[src/hdl/array_list_push_remove_by_value_assert.svh]
// Assertion macros shared by the list block.
`ifndef ARRAY_LIST_PUSH_REMOVE_BY_VALUE_ASSERT_SVH
`define ARRAY_LIST_PUSH_REMOVE_BY_VALUE_ASSERT_SVH

// Same-cycle implication, sampled on clk_i, off during reset.
`define ALPR_ASSERT_NOW(lbl, ante, cons, msg) \
  lbl: assert property (@(posedge clk_i) disable iff (!rst_ni) (ante) |-> (cons)) \
    else $error(msg);

// Next-cycle implication, sampled on clk_i, off during reset.
`define ALPR_ASSERT_NEXT(lbl, ante, cons, msg) \
  lbl: assert property (@(posedge clk_i) disable iff (!rst_ni) (ante) |=> (cons)) \
    else $error(msg);

`endif

[src/hdl/alpr_pkg.sv]
// Types, sizes and helpers for the push / remove-by-value list.
package alpr_pkg;

  localparam int unsigned DEPTH   = 16;
  localparam int unsigned WORD_W  = 32;
  localparam int unsigned CNT_W   = $clog2(DEPTH + 1);
  localparam int unsigned IDX_W   = (DEPTH > 1) ? $clog2(DEPTH) : 1;
  localparam int unsigned COUNT_W = 5;
  localparam int unsigned POS_W   = 4;

  localparam logic [CNT_W-1:0] CNT_ONE  = CNT_W'(1);
  localparam logic [CNT_W-1:0] CNT_TWO  = CNT_W'(2);
  localparam logic [CNT_W-1:0] FULL_CNT = CNT_W'(DEPTH);

  typedef enum logic {
    CMD_PUSH   = 1'b0,
    CMD_REMOVE = 1'b1
  } cmd_e;

  typedef enum logic [1:0] {
    STATUS_OK        = 2'd0,
    STATUS_FULL      = 2'd1,
    STATUS_EMPTY     = 2'd2,
    STATUS_NOT_FOUND = 2'd3
  } status_e;

  typedef enum logic [2:0] {
    ST_IDLE,
    ST_SCAN,
    ST_SHIFT,
    ST_TAIL_RD,
    ST_TAIL_WAIT,
    ST_DONE
  } state_e;

  typedef struct packed {
    cmd_e                     cmd;
    logic signed [WORD_W-1:0] value;
  } in_beat_t;

  typedef struct packed {
    status_e                  status;
    logic [COUNT_W-1:0]       count;
    logic [POS_W-1:0]         position;
    logic signed [WORD_W-1:0] tail_value;
  } out_beat_t;

  function automatic logic [CNT_W-1:0] widen_idx(input logic [IDX_W-1:0] idx);
    return CNT_W'(idx);
  endfunction

  function automatic logic [IDX_W-1:0] cnt_to_idx(input logic [CNT_W-1:0] cnt);
    return IDX_W'(cnt);
  endfunction

  function automatic logic [COUNT_W-1:0] cnt_to_count(input logic [CNT_W-1:0] cnt);
    return COUNT_W'(cnt);
  endfunction

  function automatic logic [POS_W-1:0] idx_to_pos(input logic [IDX_W-1:0] idx);
    return POS_W'(idx);
  endfunction

endpackage

[src/hdl/alpr_ram.sv]
// Generic single-write, single-read RAM with registered read data.
module alpr_ram #(
  parameter int unsigned WIDTH = 32,
  parameter int unsigned DEPTH = 16,
  localparam int unsigned ADDR_W = (DEPTH > 1) ? $clog2(DEPTH) : 1
) (
  input  logic              clk_i,
  input  logic              we_i,
  input  logic [ADDR_W-1:0] waddr_i,
  input  logic [WIDTH-1:0]  wdata_i,
  input  logic [ADDR_W-1:0] raddr_i,
  output logic [WIDTH-1:0]  rdata_o
);

  logic [WIDTH-1:0] mem_q [DEPTH];
  logic [WIDTH-1:0] rdata_q;

  always_ff @(posedge clk_i) begin
    if (we_i) begin
      mem_q[waddr_i] <= wdata_i;
    end
    rdata_q <= mem_q[raddr_i];
  end

  assign rdata_o = rdata_q;

endmodule

[src/hdl/array_list_push_remove_by_value.sv]
// Top level: ordered word list with push at tail and remove of first match.
//
// A push is written to the entry RAM in the cycle it is accepted and moves to
// ST_DONE, which loads its result into the output register once that register
// is free. A remove walks the list through the single read port of the
// entry RAM, one entry per cycle: it reads each entry up to and including the
// match to find the value, then moves each later entry down one place to close
// the gap, so the two passes together never cover more than DEPTH entries.
// ST_TAIL_RD and ST_TAIL_WAIT then fetch the new tail and ST_DONE loads the
// result. Full, empty and not-found results change nothing. The block
// takes one command at a time; in_ready_o is high while the sequencer is
// idle, and a finished result waits in the output register without blocking
// the next command. There is no clearing pass after reset.
`include "array_list_push_remove_by_value_assert.svh"

module array_list_push_remove_by_value (
  input  logic                clk_i,
  input  logic                rst_ni,
  input  logic                in_valid_i,
  output logic                in_ready_o,
  input  alpr_pkg::in_beat_t  in_data_i,
  output logic                out_valid_o,
  input  logic                out_ready_i,
  output alpr_pkg::out_beat_t out_data_o
);

  alpr_pkg::state_e state_q, state_d;

  logic [alpr_pkg::CNT_W-1:0]         fill_q, fill_d;
  logic signed [alpr_pkg::WORD_W-1:0] tail_q, tail_d;
  logic signed [alpr_pkg::WORD_W-1:0] value_q, value_d;
  alpr_pkg::status_e                  status_q, status_d;
  logic [alpr_pkg::IDX_W-1:0]         pos_q, pos_d;
  logic [alpr_pkg::IDX_W-1:0]         scan_q, scan_d;
  logic [alpr_pkg::IDX_W-1:0]         ptr_q, ptr_d;
  logic                               out_valid_q, out_valid_d;
  alpr_pkg::out_beat_t                out_data_q, out_data_d;

  logic                        ram_we;
  logic [alpr_pkg::IDX_W-1:0]  ram_waddr;
  logic [alpr_pkg::WORD_W-1:0] ram_wdata;
  logic [alpr_pkg::IDX_W-1:0]  ram_raddr;
  logic [alpr_pkg::WORD_W-1:0] ram_rdata;

  logic                       accept;
  logic                       is_push;
  logic                       full;
  logic                       empty;
  logic                       match;
  logic                       out_free;
  logic [alpr_pkg::CNT_W-1:0] fill_inc;
  logic [alpr_pkg::CNT_W-1:0] fill_dec;
  logic [alpr_pkg::CNT_W-1:0] scan_next;
  logic [alpr_pkg::CNT_W-1:0] ptr_inc;
  logic [alpr_pkg::CNT_W-1:0] ptr_next2;

  assign in_ready_o = (state_q == alpr_pkg::ST_IDLE);
  assign accept     = in_valid_i && in_ready_o;
  assign is_push    = (in_data_i.cmd == alpr_pkg::CMD_PUSH);
  assign full       = (fill_q == alpr_pkg::FULL_CNT);
  assign empty      = (fill_q == '0);
  assign match      = (ram_rdata == value_q);
  assign out_free   = !out_valid_q || out_ready_i;
  assign fill_inc   = fill_q + alpr_pkg::CNT_ONE;
  assign fill_dec   = fill_q - alpr_pkg::CNT_ONE;
  assign scan_next  = alpr_pkg::widen_idx(scan_q) + alpr_pkg::CNT_ONE;
  assign ptr_inc    = alpr_pkg::widen_idx(ptr_q) + alpr_pkg::CNT_ONE;
  assign ptr_next2  = alpr_pkg::widen_idx(ptr_q) + alpr_pkg::CNT_TWO;

  alpr_ram #(
    .WIDTH (alpr_pkg::WORD_W),
    .DEPTH (alpr_pkg::DEPTH)
  ) u_entries (
    .clk_i   (clk_i),
    .we_i    (ram_we),
    .waddr_i (ram_waddr),
    .wdata_i (ram_wdata),
    .raddr_i (ram_raddr),
    .rdata_o (ram_rdata)
  );

  // Next state
  always_comb begin
    state_d = state_q;
    case (state_q)
      alpr_pkg::ST_IDLE: begin
        if (accept) begin
          if (is_push || empty) begin
            state_d = alpr_pkg::ST_DONE;
          end else begin
            state_d = alpr_pkg::ST_SCAN;
          end
        end
      end
      alpr_pkg::ST_SCAN: begin
        if (match) begin
          // later entries exist: the read of hit+1 is already in flight
          if (scan_next < fill_q) begin
            state_d = alpr_pkg::ST_SHIFT;
          end else begin
            state_d = alpr_pkg::ST_TAIL_RD;
          end
        end else if (scan_next == fill_q) begin
          state_d = alpr_pkg::ST_DONE;
        end
      end
      alpr_pkg::ST_SHIFT: begin
        // fill_q already holds the reduced count here
        if (ptr_next2 > fill_q) begin
          state_d = alpr_pkg::ST_TAIL_RD;
        end
      end
      alpr_pkg::ST_TAIL_RD: begin
        if (empty) begin
          state_d = alpr_pkg::ST_DONE;
        end else begin
          state_d = alpr_pkg::ST_TAIL_WAIT;
        end
      end
      alpr_pkg::ST_TAIL_WAIT: begin
        state_d = alpr_pkg::ST_DONE;
      end
      alpr_pkg::ST_DONE: begin
        if (out_free) begin
          state_d = alpr_pkg::ST_IDLE;
        end
      end
      default: begin
        state_d = alpr_pkg::ST_IDLE;
      end
    endcase
  end

  // Datapath and RAM control
  always_comb begin
    fill_d      = fill_q;
    tail_d      = tail_q;
    value_d     = value_q;
    status_d    = status_q;
    pos_d       = pos_q;
    scan_d      = scan_q;
    ptr_d       = ptr_q;
    out_valid_d = out_valid_q && !out_ready_i;
    out_data_d  = out_data_q;
    ram_we      = 1'b0;
    ram_waddr   = ptr_q;
    ram_wdata   = ram_rdata;
    ram_raddr   = '0;

    case (state_q)
      alpr_pkg::ST_IDLE: begin
        // read of entry 0 is issued every idle cycle for the scan
        if (accept) begin
          value_d  = in_data_i.value;
          status_d = alpr_pkg::STATUS_OK;
          pos_d    = '0;
          scan_d   = '0;
          if (is_push) begin
            if (full) begin
              status_d = alpr_pkg::STATUS_FULL;
            end else begin
              ram_we    = 1'b1;
              ram_waddr = alpr_pkg::cnt_to_idx(fill_q);
              ram_wdata = in_data_i.value;
              pos_d     = alpr_pkg::cnt_to_idx(fill_q);
              fill_d    = fill_inc;
              tail_d    = in_data_i.value;
            end
          end else if (empty) begin
            status_d = alpr_pkg::STATUS_EMPTY;
          end
        end
      end
      alpr_pkg::ST_SCAN: begin
        ram_raddr = alpr_pkg::cnt_to_idx(scan_next);
        if (match) begin
          pos_d  = scan_q;
          ptr_d  = scan_q;
          fill_d = fill_dec;
        end else if (scan_next == fill_q) begin
          status_d = alpr_pkg::STATUS_NOT_FOUND;
        end else begin
          scan_d = alpr_pkg::cnt_to_idx(scan_next);
        end
      end
      alpr_pkg::ST_SHIFT: begin
        ram_raddr = alpr_pkg::cnt_to_idx(ptr_next2);
        ram_we    = 1'b1;
        ram_waddr = ptr_q;
        ram_wdata = ram_rdata;
        ptr_d     = alpr_pkg::cnt_to_idx(ptr_inc);
      end
      alpr_pkg::ST_TAIL_RD: begin
        ram_raddr = alpr_pkg::cnt_to_idx(fill_dec);
        if (empty) begin
          tail_d = '0;
        end
      end
      alpr_pkg::ST_TAIL_WAIT: begin
        tail_d = ram_rdata;
      end
      alpr_pkg::ST_DONE: begin
        if (out_free) begin
          out_valid_d           = 1'b1;
          out_data_d.status     = status_q;
          out_data_d.count      = alpr_pkg::cnt_to_count(fill_q);
          out_data_d.position   = alpr_pkg::idx_to_pos(pos_q);
          out_data_d.tail_value = tail_q;
        end
      end
      default: begin
        ram_we = 1'b0;
      end
    endcase
  end

  always_ff @(posedge clk_i or negedge rst_ni) begin
    if (!rst_ni) begin
      state_q     <= alpr_pkg::ST_IDLE;
      fill_q      <= '0;
      tail_q      <= '0;
      out_valid_q <= 1'b0;
    end else begin
      state_q     <= state_d;
      fill_q      <= fill_d;
      tail_q      <= tail_d;
      out_valid_q <= out_valid_d;
    end
  end

  always_ff @(posedge clk_i) begin
    value_q    <= value_d;
    status_q   <= status_d;
    pos_q      <= pos_d;
    scan_q     <= scan_d;
    ptr_q      <= ptr_d;
    out_data_q <= out_data_d;
  end

  assign out_valid_o = out_valid_q;
  assign out_data_o  = out_data_q;

  `ALPR_ASSERT_NOW(a_fill_bound, 1'b1, fill_q <= alpr_pkg::FULL_CNT, "fill count above depth")
  `ALPR_ASSERT_NEXT(a_push_grows, accept && is_push && !full, fill_q == $past(fill_inc), "push did not grow list")
  `ALPR_ASSERT_NEXT(a_done_holds, (state_q == alpr_pkg::ST_DONE) && !out_free, state_q == alpr_pkg::ST_DONE, "result dropped while output stalled")
  `ALPR_ASSERT_NOW(a_empty_count, out_valid_q && (out_data_q.status == alpr_pkg::STATUS_EMPTY), (out_data_q.count == '0) && (out_data_q.tail_value == '0), "empty result with nonzero count or tail")

endmodule

[config.mk]
export PLATFORM = sky130hd
export DESIGN_NAME = array_list_push_remove_by_value
export DESIGN_NICKNAME = d
export VERILOG_FILES = /design/src/hdl/alpr_pkg.sv /design/src/hdl/alpr_ram.sv /design/src/hdl/array_list_push_remove_by_value.sv
export VERILOG_INCLUDE_DIRS = /design/src /design/src/hdl
export SDC_FILE = /design/constraint.sdc
export NUM_CORES = 1
export LEC_CHECK = 0
export BUFFER_PORTS_ARGS = -buffer_cell sky130_fd_sc_hd__buf_2
export CORE_UTILIZATION = 60
export CTS_BUF_LIST = sky130_fd_sc_hd__clkbuf_16
export DETAILED_ROUTE_END_ITERATION = 10
export PLACE_DENSITY = 0.86
export SETUP_SLACK_MARGIN = 0.15
export SKIP_LAST_GASP = 1
export SLEW_MARGIN = 10
export SYNTH_ARGS = -nofsm -noshare
export SYNTH_HDL_FRONTEND = slang
export SYNTH_SLANG_ARGS = --single-unit
[constraint.sdc]
create_clock -name clk_i -period 8.6 [get_ports clk_i]
set_input_delay 0.86 -clock clk_i [delete_from_list [all_inputs] [get_ports clk_i]]
set_output_delay 0.86 -clock clk_i [all_outputs]
set_load 0.05 [all_outputs]
==> reports/qor.yml, run 1 <==
status: "complete, no violations"
layout.nets: 1935
initial_core_util_pct: 61.0
dr.pass1.iters: 6
core_area_um2: 44400
layout.cells.non_filler: 2528
hold_viol_final: 0
post_drt_wl_per_cell_um: 25.5
grt_max_degree: 135
area_growth_pct: 11.7
multi_input_area_um2: 6990
cts_max_level: 2
fillers: 2777
synth_seq_cells: 674
critPathKind: "reg2reg"
rrSetupSlack_ns: 4.23
critPathCaptureType: "flip-flop"
rr_worst_depth: 8
drive_above_1_share_pct: 12.6
crit_top_cell: "nor2_4"
yosys.area.top_type: "edfxtp_1"
timing.rr.start: "fill_q[0]$_DFFE_PN0P_"
p_leak_nw: 9.66
die_w_um: 214
antenna_left: 0
place_ws_ns: 4.34
cts.sink_count: 674
worstReg2RegEnd: "u_entries.mem_q[15][21]$_DFFE_PP_"
cp_max_fo: 41
io_pins: 82
syn_area_per_cell_um2: 15.0
dieArea_um2: 46000
drc: 0
final_core_util_pct: 68.1
tns_ns: 0
dpl.hpwl_um: 36200
viasPerCell: 6.30
first_global_vias: 16100
cp_num_cells: 8
grt_overflow: 0
cp.arrival_ns: 4.61
yosysUniqueCellTypes: 55
hold_path.class: "in2async"
cpPeakStageDelay_ns: 1.10
gp_congestion: 0.931
slew_headroom_pct: 13.0
critPathCapture: "u_entries.mem_q[15][21]$_DFFE_PP_"
tightest_slew_ns: 1.30
startpoint: "fill_q[0]$_DFFE_PN0P_"
setup_violations: 0
ctsResizeCount: 0
antenna_found_initial: 0
cp_cell_sequence: "inv_1 > ha_1 > nand4bb_1 > nand2_1 > nor2_4 > buf_4 > a31oi_1 > nor2_4"
post-cts-setup-buffers: 0
startpoint_type: "flip-flop"
yosys_most_used_dff: "edfxtp_1"
drt-initial-drc-count: 1932
async_reset_ff_share_pct: 6.08
max-vdd-ir-drop_mv: 0.172
clock_latency_ns: 0.63
dp_cells: 2411
maxClockFrequency_ghz: 0.229
cts_tree: "built"
crit_buf_inv: 2
cts.path.max_buffers: 3
synthesis.nets: 1860
rsz0062_at_grt: "false"
synth_area_leaders: "edfxtp_1 67%, mux2i_1 9.5%, nand2_1 4.3%, dfrtp_1 3.8%, dfxtp_1 2.4%"
ys_warn_count: 0
seqCellArea_um2: 19700
cp_data_required_time_ns: 8.84
synth.top_cell.area_share_pct: 66.6
port_buffers: 81
cts-root-buf: "clkbuf_16"
grt_pass1_wl_um: 96900
maxCapViolCount: 0
cts_inserted_buffers: 61
synthCells: 1807
clkTransAtPathRegs_ns: 0.06
crit_family: "simple AND/OR/NAND/NOR gates"
hold_buffers: 0
vias: 15900
finClkSkew_ns: 0.0169
ys_seq_area_share_pct: 72.8
dieHeight_um: 214
rows: 77
p_per_area_nw_per_um2: 212
synthesis.area_um2: 27100
synth_enable_flop_cells: 601
final.period_utilization_pct: 50.8
track_usage_pct: 28.2
finalWirelength_um: 64500
drv_slew: 0
layout_min_cycle_time_ns: 4.37
worst_slack_ns: 4.23
crit_path_top_delay_cell: "nor2_4"
## metal layers
| layer | wire length [µm] | global-route usage [%] |
|---|---|---|
| met1 | 24400 | 37.1 |
| met2 | 31300 | 46.1 |
| met3 | 6060 | 5.15 |
| met4 | 2670 | 12.9 |
| met5 | 0 | 0 |
## cells by family (layout without fill, tap and decap cells)
kind of cell / after synthesis / after routing / synth area share [%]
DFF: 674 / 674 / 72.8
and+or+nand+nor: 560 / 560 / 9.36
muxes: 289 / 289 / 10.8
AOI/OAI and AO/OA: 118 / 118 / 2.83
buffers and inverters: 108 / 236 / 2.09
xor gates and xnor gates: 42 / 42 / 1.36
adders and majority gates: 16 / 16 / 0.739
other: 0 / 1 / 0
## placed cells by master (no fill, tap or decap), types with 33 or more instances in the layout
| master | n |
|---|---|
| dfrtp_1 | 41 |
| buf_2 | 81 |
| o21ai_0 | 41 |
| mux2i_1 | 257 |
| nand3_1 | 128 |
| edfxtp_1 | 601 |
| nand4_1 | 41 |
| nand2_1 | 307 |
| a22oi_1 | 33 |
| xnor2_1 | 39 |
| clkbuf_16 | 62 |
## power by group
group / total [mW] / internal, mW / leakage, nW / switching, mW
registers: 3.51 / 3.51 / 4.43 / 0.0000000000000000147
clock network: 2.87 / 1.67 / 1.06 / 1.20
logic: 0.0336 / 0.00990 / 4.17 / 0.0237
## area by class of cell
type / count / share of cell area [%]
tap: 592 / 2.45
sequential: 674 / 65.2
clock buffer: 62 / 5.13
clock inverter: 54 / 1.96
timing repair buffer: 107 / 2.03
antenna: 1 / 0.00827
multi-input combinational: 1025 / 23.1
inverter: 13 / 0.161
## flip-flops by register name, indices dropped and copies added, names as in the netlist
signal,cells
pos_q,4
status_q,2
ptr_q,4
fill_q,5
value_q,32
u_entries.rdata_o,32
out_valid_o,1
tail_q,32
out_data_o,43
state_q,3
scan_q,4
u_entries.mem_q,512
## synth_stat cells (3+ instances only)
cell type	instances
inv_1	13
a21oi_1	6
dfrtp_1	41
buf_1	6
nor4_1	4
o21ai_1	4
nor3_2	4
edfxtp_1	601
o31ai_1	4
buf_4	10
xor2_1	3
nor2_1	34
ha_1	16
a31oi_1	7
nor2_2	3
clkbuf_1	36
buf_2	32
mux2i_1	257
nand2_1	307
or2_2	4
and3_1	6
nor3b_1	4
mux2_1	32
nand4_1	41
nand3_1	128
buf_6	11
o21ai_0	42
xnor2_1	39
a211oi_1	6
o22ai_1	3
nor3_1	10
dfxtp_1	32
a22oi_1	34
## worst min-delay path by stage
stage               cells past startpoint                       end               start
finish                                  2    state_q[1]$_DFFE_PN0P_              rst_ni
global route                            2     out_valid_o$_DFF_PN0_              rst_ni
CTS                                     2    state_q[1]$_DFFE_PN0P_              rst_ni
detailed placement                      0  out_data_o[35]$_DFFE_PP_  pos_q[3]$_DFFE_PP_
global placement                        0  out_data_o[33]$_DFFE_PP_  pos_q[1]$_DFFE_PP_
floorplan                               0  out_data_o[32]$_DFFE_PP_  pos_q[0]$_DFFE_PP_
## worst register-to-register path: cells and delay by family, from the launching register on
kind / cells / cell delay (ns)
DFF: 1 / 0.65
AOI/OAI and AO/OA: 1 / 0.54
and+or+nand+nor: 4 / 1.69
adders and majority gates: 1 / 0.26
buffers and inverters: 2 / 0.81
## per-stage QoR
stage / power (mW) / hold slack [ns] / instance area [µm²]
5_1_grt: 6.55 / 0.415 / 30300
2_1_floorplan: 3.59 / 0.400 / 27100
4_1_cts: 6.43 / 0.378 / 30300
3_5_place_dp: 3.62 / 0.418 / 28100
3_3_place_gp: 3.62 / 0.400 / 28100
6_report: 6.42 / 0.386 / 30300
No activity file was read; power rests on OpenSTA's default activity.
==> run 2, diff against run 1 <==
clock period = 4.5 ns   (was 8.6 ns; I/O delays follow)
==> reports/qor.yml, run 2 (same netlist as run 1, synthesis figures left out) <==
die_w_um: 214  # unchanged
hold_depth: 1
antenna_left: 0  # unchanged
ctsResizeCount: 0  # unchanged
max-vdd-ir-drop_mv: 0.289  # +68%
dieArea_um2: 46000  # unchanged
rows: 77  # unchanged
grt_max_degree: 94  # -30%
initial_core_util_pct: 61.0  # unchanged
multi_input_area_um2: 6990  # unchanged
maxClockFrequency_ghz: 0.259  # +13%
drc: 0  # unchanged
hold_buffers: 1  # +1
mostFrequentLayoutCell: "edfxtp_1"
cts_tree: "built"
cp_max_fo: 32  # -22%
hold_path.class: "in2reg"
rr_worst_depth: 8  # unchanged
timing.rr.start: "fill_q[0]$_DFFE_PN0P_"
seqCellArea_um2: 19700  # unchanged
worstHoldStart: "in_data_i[4]"
io_pins: 82  # unchanged
tightest_slew_ns: 1.27  # -0.0314 ns
cts.path.max_buffers: 3  # unchanged
dieHeight_um: 214  # unchanged
largest_register: "u_entries.mem_q"
p_seq_share_pct: 56.4  # +1.6 points
drt-initial-drc-count: 2120  # +9.7%
post-cts-setup-buffers: 0  # unchanged
rsz0062_at_grt: "false"
p_leak_nw: 9.75  # +0.98%
rrSetupSlack_ns: 0.64  # -3.59 ns
gp_congestion: 0.911  # -2.2%
critPathCaptureType: "flip-flop"
drive_above_1_share_pct: 12.3  # -0.29 points
swShare_pct: 19.2  # +0.18 points
p_comb_share_pct: 0.5  # about the same
antenna_found_initial: 2  # +2
finalWirelength_um: 65100  # +0.88%
cts-root-buf: "clkbuf_16"
drv_slew: 0  # unchanged
track_usage_pct: 28.3  # +0.059 points
layout_min_cycle_time_ns: 3.86  # -0.512 ns
final_cell_mix: "601 x edfxtp_1, 307 x nand2_1, 257 x mux2i_1"
cts_max_level: 3  # +1
clkTransAtPathRegs_ns: 0.06  # about the same
critPathKind: "reg2reg"
fillers: 2744  # -1.2%
cp_data_required_time_ns: 4.69  # -4.15 ns
layout.cells.non_filler: 2548  # +0.79%
setup_violations: 0  # unchanged
cts.sink_count: 674  # unchanged
dp_cells: 2424  # +0.54%
final_core_util_pct: 68.3  # +0.18 points
final.period_utilization_pct: 85.8  # +35 points
status: "complete, no violations"
area_growth_pct: 12.0
worstReg2RegEnd: "u_entries.mem_q[6][15]$_DFFE_PP_"
grt_pass1_wl_um: 97000  # +0.16%
holdPathEnd: "value_q[4]$_DFFE_PP_"
cp.arrival_ns: 4.05  # -0.56 ns
num_antenna_cells: 0  # -1
startpoint_type: "flip-flop"
grt_overflow: 0  # unchanged
p_int_mw: 9.63  # +85%
vias: 16200  # +1.7%
p_per_area_nw_per_um2: 393  # +85%
power_frac_clock_pct: 43.1  # -1.6 points
holdWs_ns: 0.0645  # -0.321 ns
viasPerCell: 6.36  # +0.94%
dr.pass1.iters: 6  # unchanged
clock_latency_ns: 0.59  # -0.04 ns
port_buffers: 81  # unchanged
slew_headroom_pct: 15.1  # +2.1 points
maxCapViolCount: 0  # unchanged
hold_viol_final: 0  # unchanged
cts_inserted_buffers: 66  # +8.2%
finClkSkew_ns: 0.0206  # +0.00367 ns
tns_ns: 0  # unchanged
core_area_um2: 44400  # unchanged
post_drt_wl_per_cell_um: 25.5  # about the same
first_global_vias: 16000  # -0.37%
layout.nets: 1956  # +1.1%
dpl.hpwl_um: 38000  # +4.9%
largest_reg_flops: 512  # unchanged
switchingPower_mw: 2.29  # +87%
## run 2: worst max-delay path, cell delays in order (launching register included)
cell and delay, ns:
dfrtp_1 0.62, inv_1 0.22, ha_1 0.26, nand4bb_1 0.15
nand2_1 0.17, nor2_4 0.47, a22o_1 0.25, nand2_1 0.24
nor2_4 1.04
## run 2: metrics by stage
step                power, mW  setup slack, ns  instance area [µm²]
floorplan                6.86           -0.193                27100
global placement         6.91            0.798                28200
detailed placement       6.91            0.675                28300
CTS                      12.0            0.652                30300
global route             12.2            0.465                30300
finish                   11.9            0.641                30300
## run 2: worst max-delay path by stage
stage          slack (ns)                          endpoint              startpoint  cells after the start
6_report             0.64  u_entries.mem_q[6][15]$_DFFE_PP_   fill_q[0]$_DFFE_PN0P_                      8
5_1_grt              0.47  u_entries.mem_q[6][15]$_DFFE_PP_   fill_q[0]$_DFFE_PN0P_                      7
4_1_cts              0.65  u_entries.mem_q[4][13]$_DFFE_PP_   fill_q[0]$_DFFE_PN0P_                      8
3_5_place_dp         0.68  u_entries.mem_q[4][18]$_DFFE_PP_   fill_q[0]$_DFFE_PN0P_                      8
3_3_place_gp         0.80  u_entries.mem_q[6][16]$_DFFE_PP_   fill_q[0]$_DFFE_PN0P_                      8
2_1_floorplan       -0.19  u_entries.mem_q[13][0]$_DFFE_PP_  state_q[0]$_DFFE_PN0P_                      8
## run 2: per-layer routing
metal | global-route usage, % | vias up | part of all wire, %
met5 | 0 | - | 0.015
met3 | 4.50 | 169 | 10
met2 | 45.3 | 1099 | 48
li1 | - | 6956 | -
met4 | 11.8 | 2 | 3.4
met1 | 38.9 | 7971 | 38
## run 2: layout make-up
cell class	count	share of cell area [%]
sequential	674	65.0
clock inverter	50	0.796
tap	592	2.44
clock buffer	71	5.86
multi-input combinational	1025	23.0
inverter	13	0.161
timing repair buffer	123	2.71
## run 2: power groups by stage
stage               sequential [mW]  clock, mW  combinational [mW]
floorplan                      6.85          0              0.0104
global placement               6.85          0              0.0577
detailed placement             6.85          0              0.0598
CTS                            6.72       5.18              0.0614
global route                   6.71       5.42              0.0655
finish                         6.72       5.14              0.0616
